==> src/rtl/md5_pkg.sv <==
// Shared types, constants and a rotate helper function for the MD5 digest block.
package md5_pkg;

  localparam int QUEUE_DEPTH = 2;

  localparam logic [31:0] IV0 = 32'h67452301;
  localparam logic [31:0] IV1 = 32'hefcdab89;
  localparam logic [31:0] IV2 = 32'h98badcfe;
  localparam logic [31:0] IV3 = 32'h10325476;

  localparam logic [31:0] PAD_MARK = 32'h00000080;

  localparam logic [31:0] SINE [64] = '{
    32'hd76aa478, 32'he8c7b756, 32'h242070db, 32'hc1bdceee,
    32'hf57c0faf, 32'h4787c62a, 32'ha8304613, 32'hfd469501,
    32'h698098d8, 32'h8b44f7af, 32'hffff5bb1, 32'h895cd7be,
    32'h6b901122, 32'hfd987193, 32'ha679438e, 32'h49b40821,
    32'hf61e2562, 32'hc040b340, 32'h265e5a51, 32'he9b6c7aa,
    32'hd62f105d, 32'h02441453, 32'hd8a1e681, 32'he7d3fbc8,
    32'h21e1cde6, 32'hc33707d6, 32'hf4d50d87, 32'h455a14ed,
    32'ha9e3e905, 32'hfcefa3f8, 32'h676f02d9, 32'h8d2a4c8a,
    32'hfffa3942, 32'h8771f681, 32'h6d9d6122, 32'hfde5380c,
    32'ha4beea44, 32'h4bdecfa9, 32'hf6bb4b60, 32'hbebfbc70,
    32'h289b7ec6, 32'heaa127fa, 32'hd4ef3085, 32'h04881d05,
    32'hd9d4d039, 32'he6db99e5, 32'h1fa27cf8, 32'hc4ac5665,
    32'hf4292244, 32'h432aff97, 32'hab9423a7, 32'hfc93a039,
    32'h655b59c3, 32'h8f0ccc92, 32'hffeff47d, 32'h85845dd1,
    32'h6fa87e4f, 32'hfe2ce6e0, 32'ha3014314, 32'h4e0811a1,
    32'hf7537e82, 32'hbd3af235, 32'h2ad7d2bb, 32'heb86d391
  };

  localparam logic [4:0] ROT [16] = '{
    5'd7, 5'd12, 5'd17, 5'd22, 5'd5, 5'd9, 5'd14, 5'd20,
    5'd4, 5'd11, 5'd16, 5'd23, 5'd6, 5'd10, 5'd15, 5'd21
  };

  typedef struct packed {
    logic [7:0] data_byte;
    logic       last_byte;
    logic       no_byte;
  } msg_req_t;

  typedef struct packed {
    logic [7:0] digest_byte;
    logic       digest_last;
  } digest_req_t;

  typedef struct packed {
    logic [15:0][31:0] words;
    logic              fin;
  } job_t;

  typedef struct packed {
    logic              load;
    logic [3:0][31:0]  words;
  } emit_load_t;

  typedef enum logic [1:0] {
    F_IN,
    F_FULL,
    F_PAD,
    F_LEN
  } front_state_t;

  typedef enum logic [1:0] {
    B_IDLE,
    B_ROUND,
    B_ADD
  } back_state_t;

  function automatic logic [31:0] rotl32(input logic [31:0] x, input logic [4:0] s);
    logic [63:0] t;
    t = {x, x} << s;
    return t[63:32];
  endfunction

endpackage

==> src/rtl/md5_front.sv <==
// Front end: packs message bytes into 64-byte blocks and builds the padded final blocks.
module md5_front (
  input  logic              clk,
  input  logic              rst,
  input  logic              msg_valid,
  output logic              msg_stall,
  input  md5_pkg::msg_req_t msg,
  output logic              push,
  output md5_pkg::job_t     job,
  input  logic              full
);

  md5_pkg::front_state_t state, state_next;
  logic [60:0]           count;
  logic                  pend_last;
  logic [15:0][31:0]     blk;
  logic [15:0][31:0]     pad_words;
  logic [15:0][31:0]     len_words;
  logic [5:0]            pos;
  logic [3:0]            wi;
  logic [4:0]            sh;
  logic [63:0]           len_bits;
  logic                  acc;
  logic                  short_pad;

  assign pos       = count[5:0];
  assign wi        = pos[5:2];
  assign sh        = {pos[1:0], 3'b000};
  assign len_bits  = {count, 3'b000};
  assign short_pad = (pos[5:3] != 3'b111);
  assign acc       = msg_valid && !msg_stall;

  always_comb begin
    for (int w = 0; w < 16; w++) begin
      if (4'(w) < wi) begin
        pad_words[w] = blk[w];
      end else if (4'(w) == wi) begin
        pad_words[w] = (pos[1:0] == 2'd0) ? md5_pkg::PAD_MARK
                                          : (blk[w] | (md5_pkg::PAD_MARK << sh));
      end else begin
        pad_words[w] = '0;
      end
    end
    if (short_pad) begin
      pad_words[14] = len_bits[31:0];
      pad_words[15] = len_bits[63:32];
    end
    len_words     = '0;
    len_words[14] = len_bits[31:0];
    len_words[15] = len_bits[63:32];
  end

  always_comb begin
    state_next = state;
    unique case (state)
      md5_pkg::F_IN: begin
        if (acc) begin
          if (!msg.no_byte && pos == 6'd63) begin
            state_next = md5_pkg::F_FULL;
          end else if (msg.last_byte) begin
            state_next = md5_pkg::F_PAD;
          end
        end
      end
      md5_pkg::F_FULL: begin
        if (!full) begin
          state_next = pend_last ? md5_pkg::F_PAD : md5_pkg::F_IN;
        end
      end
      md5_pkg::F_PAD: begin
        if (!full) begin
          state_next = short_pad ? md5_pkg::F_IN : md5_pkg::F_LEN;
        end
      end
      md5_pkg::F_LEN: begin
        if (!full) begin
          state_next = md5_pkg::F_IN;
        end
      end
      default: state_next = md5_pkg::F_IN;
    endcase
  end

  always_comb begin
    msg_stall = (state != md5_pkg::F_IN);
    push      = 1'b0;
    job.words = blk;
    job.fin   = 1'b0;
    unique case (state)
      md5_pkg::F_IN: begin
        push = 1'b0;
      end
      md5_pkg::F_FULL: begin
        push = 1'b1;
      end
      md5_pkg::F_PAD: begin
        push      = 1'b1;
        job.words = pad_words;
        job.fin   = short_pad;
      end
      md5_pkg::F_LEN: begin
        push      = 1'b1;
        job.words = len_words;
        job.fin   = 1'b1;
      end
      default: push = 1'b0;
    endcase
  end

  always_ff @(posedge clk) begin
    if (rst) begin
      state     <= md5_pkg::F_IN;
      count     <= '0;
      pend_last <= 1'b0;
    end else begin
      state <= state_next;
      if (acc) begin
        pend_last <= msg.last_byte;
      end
      if (acc && !msg.no_byte) begin
        count <= count + 61'd1;
      end else if (push && !full && job.fin) begin
        count <= '0;
      end
    end
  end

  always_ff @(posedge clk) begin
    if (acc && !msg.no_byte) begin
      if (pos[1:0] == 2'd0) begin
        blk[wi] <= {24'd0, msg.data_byte};
      end else begin
        blk[wi][sh +: 8] <= msg.data_byte;
      end
    end
  end

  // a full block is handed over right after its 64th byte, so the count is block aligned
  a_full_aligned: assert property (@(posedge clk) disable iff (rst)
    state == md5_pkg::F_FULL |-> pos == 6'd0)
    else $error("front: full block pending at unaligned count");

endmodule

==> src/rtl/md5_queue.sv <==
// Block queue between the front end and the compression engine.
module md5_queue #(
  parameter int DEPTH = md5_pkg::QUEUE_DEPTH
) (
  input  logic          clk,
  input  logic          rst,
  input  logic          push,
  input  md5_pkg::job_t push_job,
  output logic          full,
  input  logic          pop,
  output md5_pkg::job_t head_job,
  output logic          avail
);

  localparam int PW = $clog2(DEPTH);
  localparam int CW = $clog2(DEPTH + 1);

  md5_pkg::job_t   entries [DEPTH];
  logic [PW-1:0]   wp;
  logic [PW-1:0]   rp;
  logic [CW-1:0]   cnt;
  logic            do_push;
  logic            do_pop;

  assign full     = (cnt == CW'(DEPTH));
  assign avail    = (cnt != '0);
  assign do_push  = push && !full;
  assign do_pop   = pop && avail;
  assign head_job = entries[rp];

  always_ff @(posedge clk) begin
    if (rst) begin
      wp  <= '0;
      rp  <= '0;
      cnt <= '0;
    end else begin
      if (do_push) begin
        wp <= (wp == PW'(DEPTH - 1)) ? '0 : wp + PW'(1);
      end
      if (do_pop) begin
        rp <= (rp == PW'(DEPTH - 1)) ? '0 : rp + PW'(1);
      end
      if (do_push && !do_pop) begin
        cnt <= cnt + CW'(1);
      end else if (do_pop && !do_push) begin
        cnt <= cnt - CW'(1);
      end
    end
  end

  always_ff @(posedge clk) begin
    if (do_push) begin
      entries[wp] <= push_job;
    end
  end

  a_pop_nonempty: assert property (@(posedge clk) disable iff (rst)
    pop |-> avail)
    else $error("queue: pop while empty");

  a_cnt_bound: assert property (@(posedge clk) disable iff (rst)
    cnt <= CW'(DEPTH))
    else $error("queue: occupancy beyond depth");

endmodule

==> src/rtl/md5_back.sv <==
// Compression engine: 64 MD5 rounds, one per cycle, on the queued block.
module md5_back (
  input  logic                clk,
  input  logic                rst,
  input  md5_pkg::job_t       head_job,
  input  logic                avail,
  output logic                pop,
  output md5_pkg::emit_load_t emit,
  input  logic                emit_busy
);

  md5_pkg::back_state_t state, state_next;
  logic [3:0][31:0]     chain;
  logic [31:0]          a, b, c, d;
  logic [5:0]           rnd;
  logic [31:0]          f;
  logic [3:0]           g;
  logic [31:0]          mix;
  logic [31:0]          nb;
  logic [3:0][31:0]     sums;
  logic                 go;

  always_comb begin
    unique case (rnd[5:4])
      2'd0: begin
        f = (b & c) | (~b & d);
        g = rnd[3:0];
      end
      2'd1: begin
        f = (d & b) | (~d & c);
        g = 4'(rnd[3:0] * 5 + 1);
      end
      2'd2: begin
        f = b ^ c ^ d;
        g = 4'(rnd[3:0] * 3 + 5);
      end
      2'd3: begin
        f = c ^ (b | ~d);
        g = 4'(rnd[3:0] * 7);
      end
      default: begin
        f = '0;
        g = '0;
      end
    endcase
    mix = a + f + md5_pkg::SINE[rnd] + head_job.words[g];
    nb  = b + md5_pkg::rotl32(mix, md5_pkg::ROT[{rnd[5:4], rnd[1:0]}]);
  end

  assign sums[0] = chain[0] + a;
  assign sums[1] = chain[1] + b;
  assign sums[2] = chain[2] + c;
  assign sums[3] = chain[3] + d;
  assign go      = !head_job.fin || !emit_busy;

  always_comb begin
    state_next = state;
    unique case (state)
      md5_pkg::B_IDLE:  if (avail) state_next = md5_pkg::B_ROUND;
      md5_pkg::B_ROUND: if (rnd == 6'd63) state_next = md5_pkg::B_ADD;
      md5_pkg::B_ADD:   if (go) state_next = md5_pkg::B_IDLE;
      default: state_next = md5_pkg::B_IDLE;
    endcase
  end

  always_comb begin
    pop        = (state == md5_pkg::B_ADD) && go;
    emit.load  = pop && head_job.fin;
    emit.words = sums;
  end

  always_ff @(posedge clk) begin
    if (rst) begin
      state <= md5_pkg::B_IDLE;
      chain <= {md5_pkg::IV3, md5_pkg::IV2, md5_pkg::IV1, md5_pkg::IV0};
      rnd   <= '0;
    end else begin
      state <= state_next;
      if (state == md5_pkg::B_IDLE) begin
        rnd <= '0;
      end else if (state == md5_pkg::B_ROUND) begin
        rnd <= rnd + 6'd1;
      end
      if (pop) begin
        chain <= head_job.fin ? {md5_pkg::IV3, md5_pkg::IV2, md5_pkg::IV1, md5_pkg::IV0}
                              : sums;
      end
    end
  end

  always_ff @(posedge clk) begin
    if (state == md5_pkg::B_IDLE) begin
      a <= chain[0];
      b <= chain[1];
      c <= chain[2];
      d <= chain[3];
    end else if (state == md5_pkg::B_ROUND) begin
      a <= d;
      b <= nb;
      c <= b;
      d <= c;
    end
  end

  a_add_after_rounds: assert property (@(posedge clk) disable iff (rst)
    (state == md5_pkg::B_ROUND && rnd == 6'd63) |=> state == md5_pkg::B_ADD)
    else $error("back: round count did not end the block");

  a_load_free: assert property (@(posedge clk) disable iff (rst)
    emit.load |-> !emit_busy)
    else $error("back: digest loaded over a pending digest");

endmodule

==> src/rtl/md5_emit.sv <==
// Output stage: holds one digest and sends it out a byte per request.
module md5_emit (
  input  logic                 clk,
  input  logic                 rst,
  input  md5_pkg::emit_load_t  emit,
  output logic                 busy,
  output logic                 digest_valid,
  input  logic                 digest_stall,
  output md5_pkg::digest_req_t digest
);

  logic [127:0] sh;
  logic [3:0]   cnt;
  logic         take;

  assign digest_valid       = busy;
  assign take               = busy && !digest_stall;
  assign digest.digest_byte = sh[7:0];
  assign digest.digest_last = (cnt == 4'hf);

  always_ff @(posedge clk) begin
    if (rst) begin
      busy <= 1'b0;
      cnt  <= '0;
    end else begin
      if (emit.load) begin
        busy <= 1'b1;
        cnt  <= '0;
      end else if (take) begin
        cnt <= cnt + 4'd1;
        if (cnt == 4'hf) begin
          busy <= 1'b0;
        end
      end
    end
  end

  always_ff @(posedge clk) begin
    if (emit.load) begin
      sh <= emit.words;
    end else if (take) begin
      sh <= {8'd0, sh[127:8]};
    end
  end

endmodule

==> src/rtl/md5_message_digest.sv <==
// Top level of the MD5 digest block: front end, block queue, round engine, output stage.
//
// Input channel msg: one request per message byte (data_byte), last_byte on the
// final request; no_byte marks a request without a byte, used to end an empty
// message. Output channel digest: 16 requests per message, h0 low byte first
// through h3 high byte, digest_last on the sixteenth.
// Bytes are taken one per cycle while the front end is collecting; it pauses to hand
// each full block to the queue, and at message end to build the padded block(s),
// and waits while the queue is full. The queue holds QUEUE_DEPTH blocks.
// The round engine works through each 64-byte block (load, 64 rounds, add) before
// taking the next, so long messages are paced by the round engine.
// How soon the digest appears after the last request depends on whether padding
// needs one block or two, and on any queued work ahead of it.
// Reset clears all control state and loads the initial chaining values; the
// block is ready the cycle after reset drops.
// A stall on digest holds the current byte; the engine keeps working on queued
// blocks and waits only when a further digest is complete while one is pending.
module md5_message_digest #(
  parameter int QUEUE_DEPTH = md5_pkg::QUEUE_DEPTH
) (
  input  logic                 clk,
  input  logic                 rst,
  input  logic                 msg_valid,
  output logic                 msg_stall,
  input  md5_pkg::msg_req_t    msg,
  output logic                 digest_valid,
  input  logic                 digest_stall,
  output md5_pkg::digest_req_t digest
);

  logic                push;
  md5_pkg::job_t       push_job;
  logic                full;
  logic                pop;
  md5_pkg::job_t       head_job;
  logic                avail;
  md5_pkg::emit_load_t emit;
  logic                emit_busy;

  md5_front u_front (
    .clk       (clk),
    .rst       (rst),
    .msg_valid (msg_valid),
    .msg_stall (msg_stall),
    .msg       (msg),
    .push      (push),
    .job       (push_job),
    .full      (full)
  );

  md5_queue #(
    .DEPTH (QUEUE_DEPTH)
  ) u_queue (
    .clk      (clk),
    .rst      (rst),
    .push     (push),
    .push_job (push_job),
    .full     (full),
    .pop      (pop),
    .head_job (head_job),
    .avail    (avail)
  );

  md5_back u_back (
    .clk       (clk),
    .rst       (rst),
    .head_job  (head_job),
    .avail     (avail),
    .pop       (pop),
    .emit      (emit),
    .emit_busy (emit_busy)
  );

  md5_emit u_emit (
    .clk          (clk),
    .rst          (rst),
    .emit         (emit),
    .busy         (emit_busy),
    .digest_valid (digest_valid),
    .digest_stall (digest_stall),
    .digest       (digest)
  );

endmodule

==> config.mk <==
export PLATFORM = sky130hd
export DESIGN_NAME = md5_message_digest
export DESIGN_NICKNAME = d
export VERILOG_FILES = /design/src/rtl/md5_pkg.sv /design/src/rtl/md5_front.sv /design/src/rtl/md5_queue.sv /design/src/rtl/md5_back.sv /design/src/rtl/md5_emit.sv /design/src/rtl/md5_message_digest.sv
export SDC_FILE = /design/constraint.sdc
export NUM_CORES = 2
export LEC_CHECK = 0
export ABC_AREA = 1
export BUFFER_PORTS_ARGS = -buffer_cell sky130_fd_sc_hd__buf_2
export CAP_MARGIN = 20
export CORE_ASPECT_RATIO = 1.25
export CORE_MARGIN = 1.5
export CORE_UTILIZATION = 60
export CTS_BUF_LIST = sky130_fd_sc_hd__clkbuf_4 sky130_fd_sc_hd__clkbuf_8
export DETAILED_ROUTE_END_ITERATION = 16
export MAX_ROUTING_LAYER = met4
export PLACE_DENSITY = 0.76
export SLEW_MARGIN = 10
export SYNTH_ARGS = -nofsm -noshare
export SYNTH_HDL_FRONTEND = slang
export SYNTH_HIERARCHICAL = 1
export SYNTH_SLANG_ARGS = --single-unit
==> constraint.sdc <==
create_clock -name clk -period 32.1 [get_ports clk]
set_input_delay 1.605 -clock clk [delete_from_list [all_inputs] [get_ports clk]]
set_output_delay 1.605 -clock clk [all_outputs]
set_load 0.01 [all_outputs]
==> flow_summary.toml <==
[timing]
finalSetupTns_ns = 0
finalCritPeriodShare_pct = 37.2
setup_viol = 0
rsz0062_at_grt = "false"
hold_viol = 0
finalCriticalPeriod_ns = 11.95
tightest_slew_ns = 1.21
drv_slew = 0
relSlewSlack_pct = 19.0
max_freq_ghz = 0.0837
skew_ns = 0.0992
fin_ws_ns = 20.15

[run]
maxCapViolCount = 0

[yosys]
synthFlopType = "edfxtp_1"
synth_nets = 10800
synth_largest_area_cell = "edfxtp_1"
synth.most_common_cell = "edfxtp_1"
syn_area_per_cell_sq_um = 9.89
async_flop_share_pct = 0
synth.area.top_cells = "edfxtp_1, nand2_1, mux2_2, nor2_1, dfxtp_1"
synth_edf_count = 1794
synth_common_cells = "edfxtp_1, nand2_1, nor2_1"
synth_top_cell_area_share_pct = 51.9
syn_area_sq_um = 104000
seq_area_frac_synth_pct = 56.0
ys_seq_elements = 2004
yosysUniqueCellTypes = 75
yosys_warnings = 6
netlist_instances = 10500

[place]
place_congestion = 1.11
hpwl_um = 255000
dpl_worst_slack_ns = 20.30
io_buffers = 24

[outcome]
outcome = "complete, no violations"

[clock_tree]
cts_resized = 0
clock_sinks = 2004
root_buffer = "clkbuf_8"
path_clk_slew_ns = 0.07
clk_latency_ns = 1.08
cts_tree = "yes"
clockBufferDepth = 4
cts_buffers = 326
hold_buffers = 0
post_cts_buffers = 0
cts_max_level = 5

[worst_setup_path]
ff2ff_setup_slack_ns = 20.15
worst-path-buf-inv = 7
arrival_ns = 12.71
cp_slowest_stage_delay_ns = 0.94
crit_top_cell = "o21ai_0"
cp-start-kind = "flop"
worstRegToRegCells = 43
r2r_start = "u_back/rnd[0]"
crit_path_start = "u_back/rnd[0]"
path_delay_family = "compound AO/OA/AOI/OAI gates"
critPathCaptureType = "flop"
cpMaxStageDelayCell = "dfxtp_1"
worstSetupPathType = "reg -> reg"
r2r-end = "u_back/b[14]"
crit_fanout = 39
crit_required_ns = 32.86

[floorplan]
die_height_um = 468
rows = 170
ios = 25
die_x_um = 375
start_util_pct = 60.5
die_area_sq_um = 175000
fp.coreArea_sq_um = 172000

[drt]
drcViolationCount = 0
ant_nets = 0
routedWlPerCell_um = 27.9
first_pass_iters = 8
viasPerCell = 6.26
drtIter0Drc = 9390
route.vias.total = 81300
drt_wl_total_um = 363000

[min_path]
min_to = "u_front/count[30]"
hp-class = "reg -> reg"
min-delay-start = "u_front/count[30]"
min_path_cells = 2

[global_routing]
grt_pass1_wl_um = 519000
grt_max_degree = 154
grt.overflow.total = 0
grt_pass1_vias = 79900
antenna_found_initial = 11
grt_use_total_pct = 42.1

[final_layout]
fin_nets = 10800
syn_to_final_growth_pct = 7.90
drive_gt1_share_pct = 12.8
final_util_pct = 65.2
routing by layer:
layer	global-route usage, %	share of wire [%]	up-vias
met3	7.77	9.0	1528
met5	-	0	-
li1	-	-	36100
met4	39.8	12	0
met1	44.3	33	38800
met2	66.8	47	4875
stage by stage:
stage               area [sq um]  std cells  hold WS [ns]
finish                    112000      13000         0.477
global route              112000      13000         0.513
CTS                       112000      13000         0.481
detailed placement        106000      12400         0.471
global placement          106000      12400         0.450
floorplan                 104000      10500         0.440
final cells by class:
cell class | instances | area (sq um)
Clock inverter | 120 | 783
Fill cell | 13400 | 59700
Sequential cell | 2004 | 58100
Clock buffer | 445 | 5460
Tap cell | 2236 | 2800
Multi-Input combinational cell | 6849 | 39000
Timing Repair Buffer | 180 | 1430
Antenna cell | 6 | 15.0
Inverter | 1161 | 4380
worst register-to-register path, delay by kind of cell, from the launching register on:
family,cells,cell delay (ns)
compound gates,14,4.03
xor+xnor,1,0.18
flops,1,0.94
fa+ha+maj,7,3.17
simple gates,14,1.35
buf+inv,7,2.01
worst max-delay path by stage:
stage,depth (start not counted),end
after floorplan,4,u_queue/entries[0][0]
after global placement,43,u_back/b[14]
after detailed placement,43,u_back/b[14]
after CTS,43,u_back/b[14]
after global routing,43,u_back/b[14]
final,43,u_back/b[14]
sequential cells by signal (all words and copies together), names as in the netlist, 32 cells and up, named ones only:
signal           count
u_back/c            32
u_back/b            32
u_back/a            32
u_emit/sh          128
u_front/count       61
u_queue/entries   1026
u_front/blk        512
u_back/chain       128
u_back/d            32
placed cells by master, fill, tap and decap left out, drive strengths merged, types with 125 or more instances in the layout:
cell type  instances
nor3             125
clkbuf           446
mux2             513
nor2            1426
ha               225
nand3            474
inv             1147
edfxtp          1794
buf              179
a21oi            742
nand2           1793
o21ai            748
dfxtp            210
logic make-up (layout without fill, tap and decap cells):
group	after synthesis	in the layout	share of synthesized area (%)
mux	574	574	6.15
xor+xnor	161	161	1.36
fa+ha+maj	294	294	4.04
compound gates	1906	1906	10.4
other cells	0	6	0
buf+inv	1645	1906	6.68
flops	2004	2004	56.0
simple gates	3914	3914	15.4
Power is left out: the tool's default activity adds up to more than one toggle a clock period on the data nets, which glitch-free logic cannot reach.
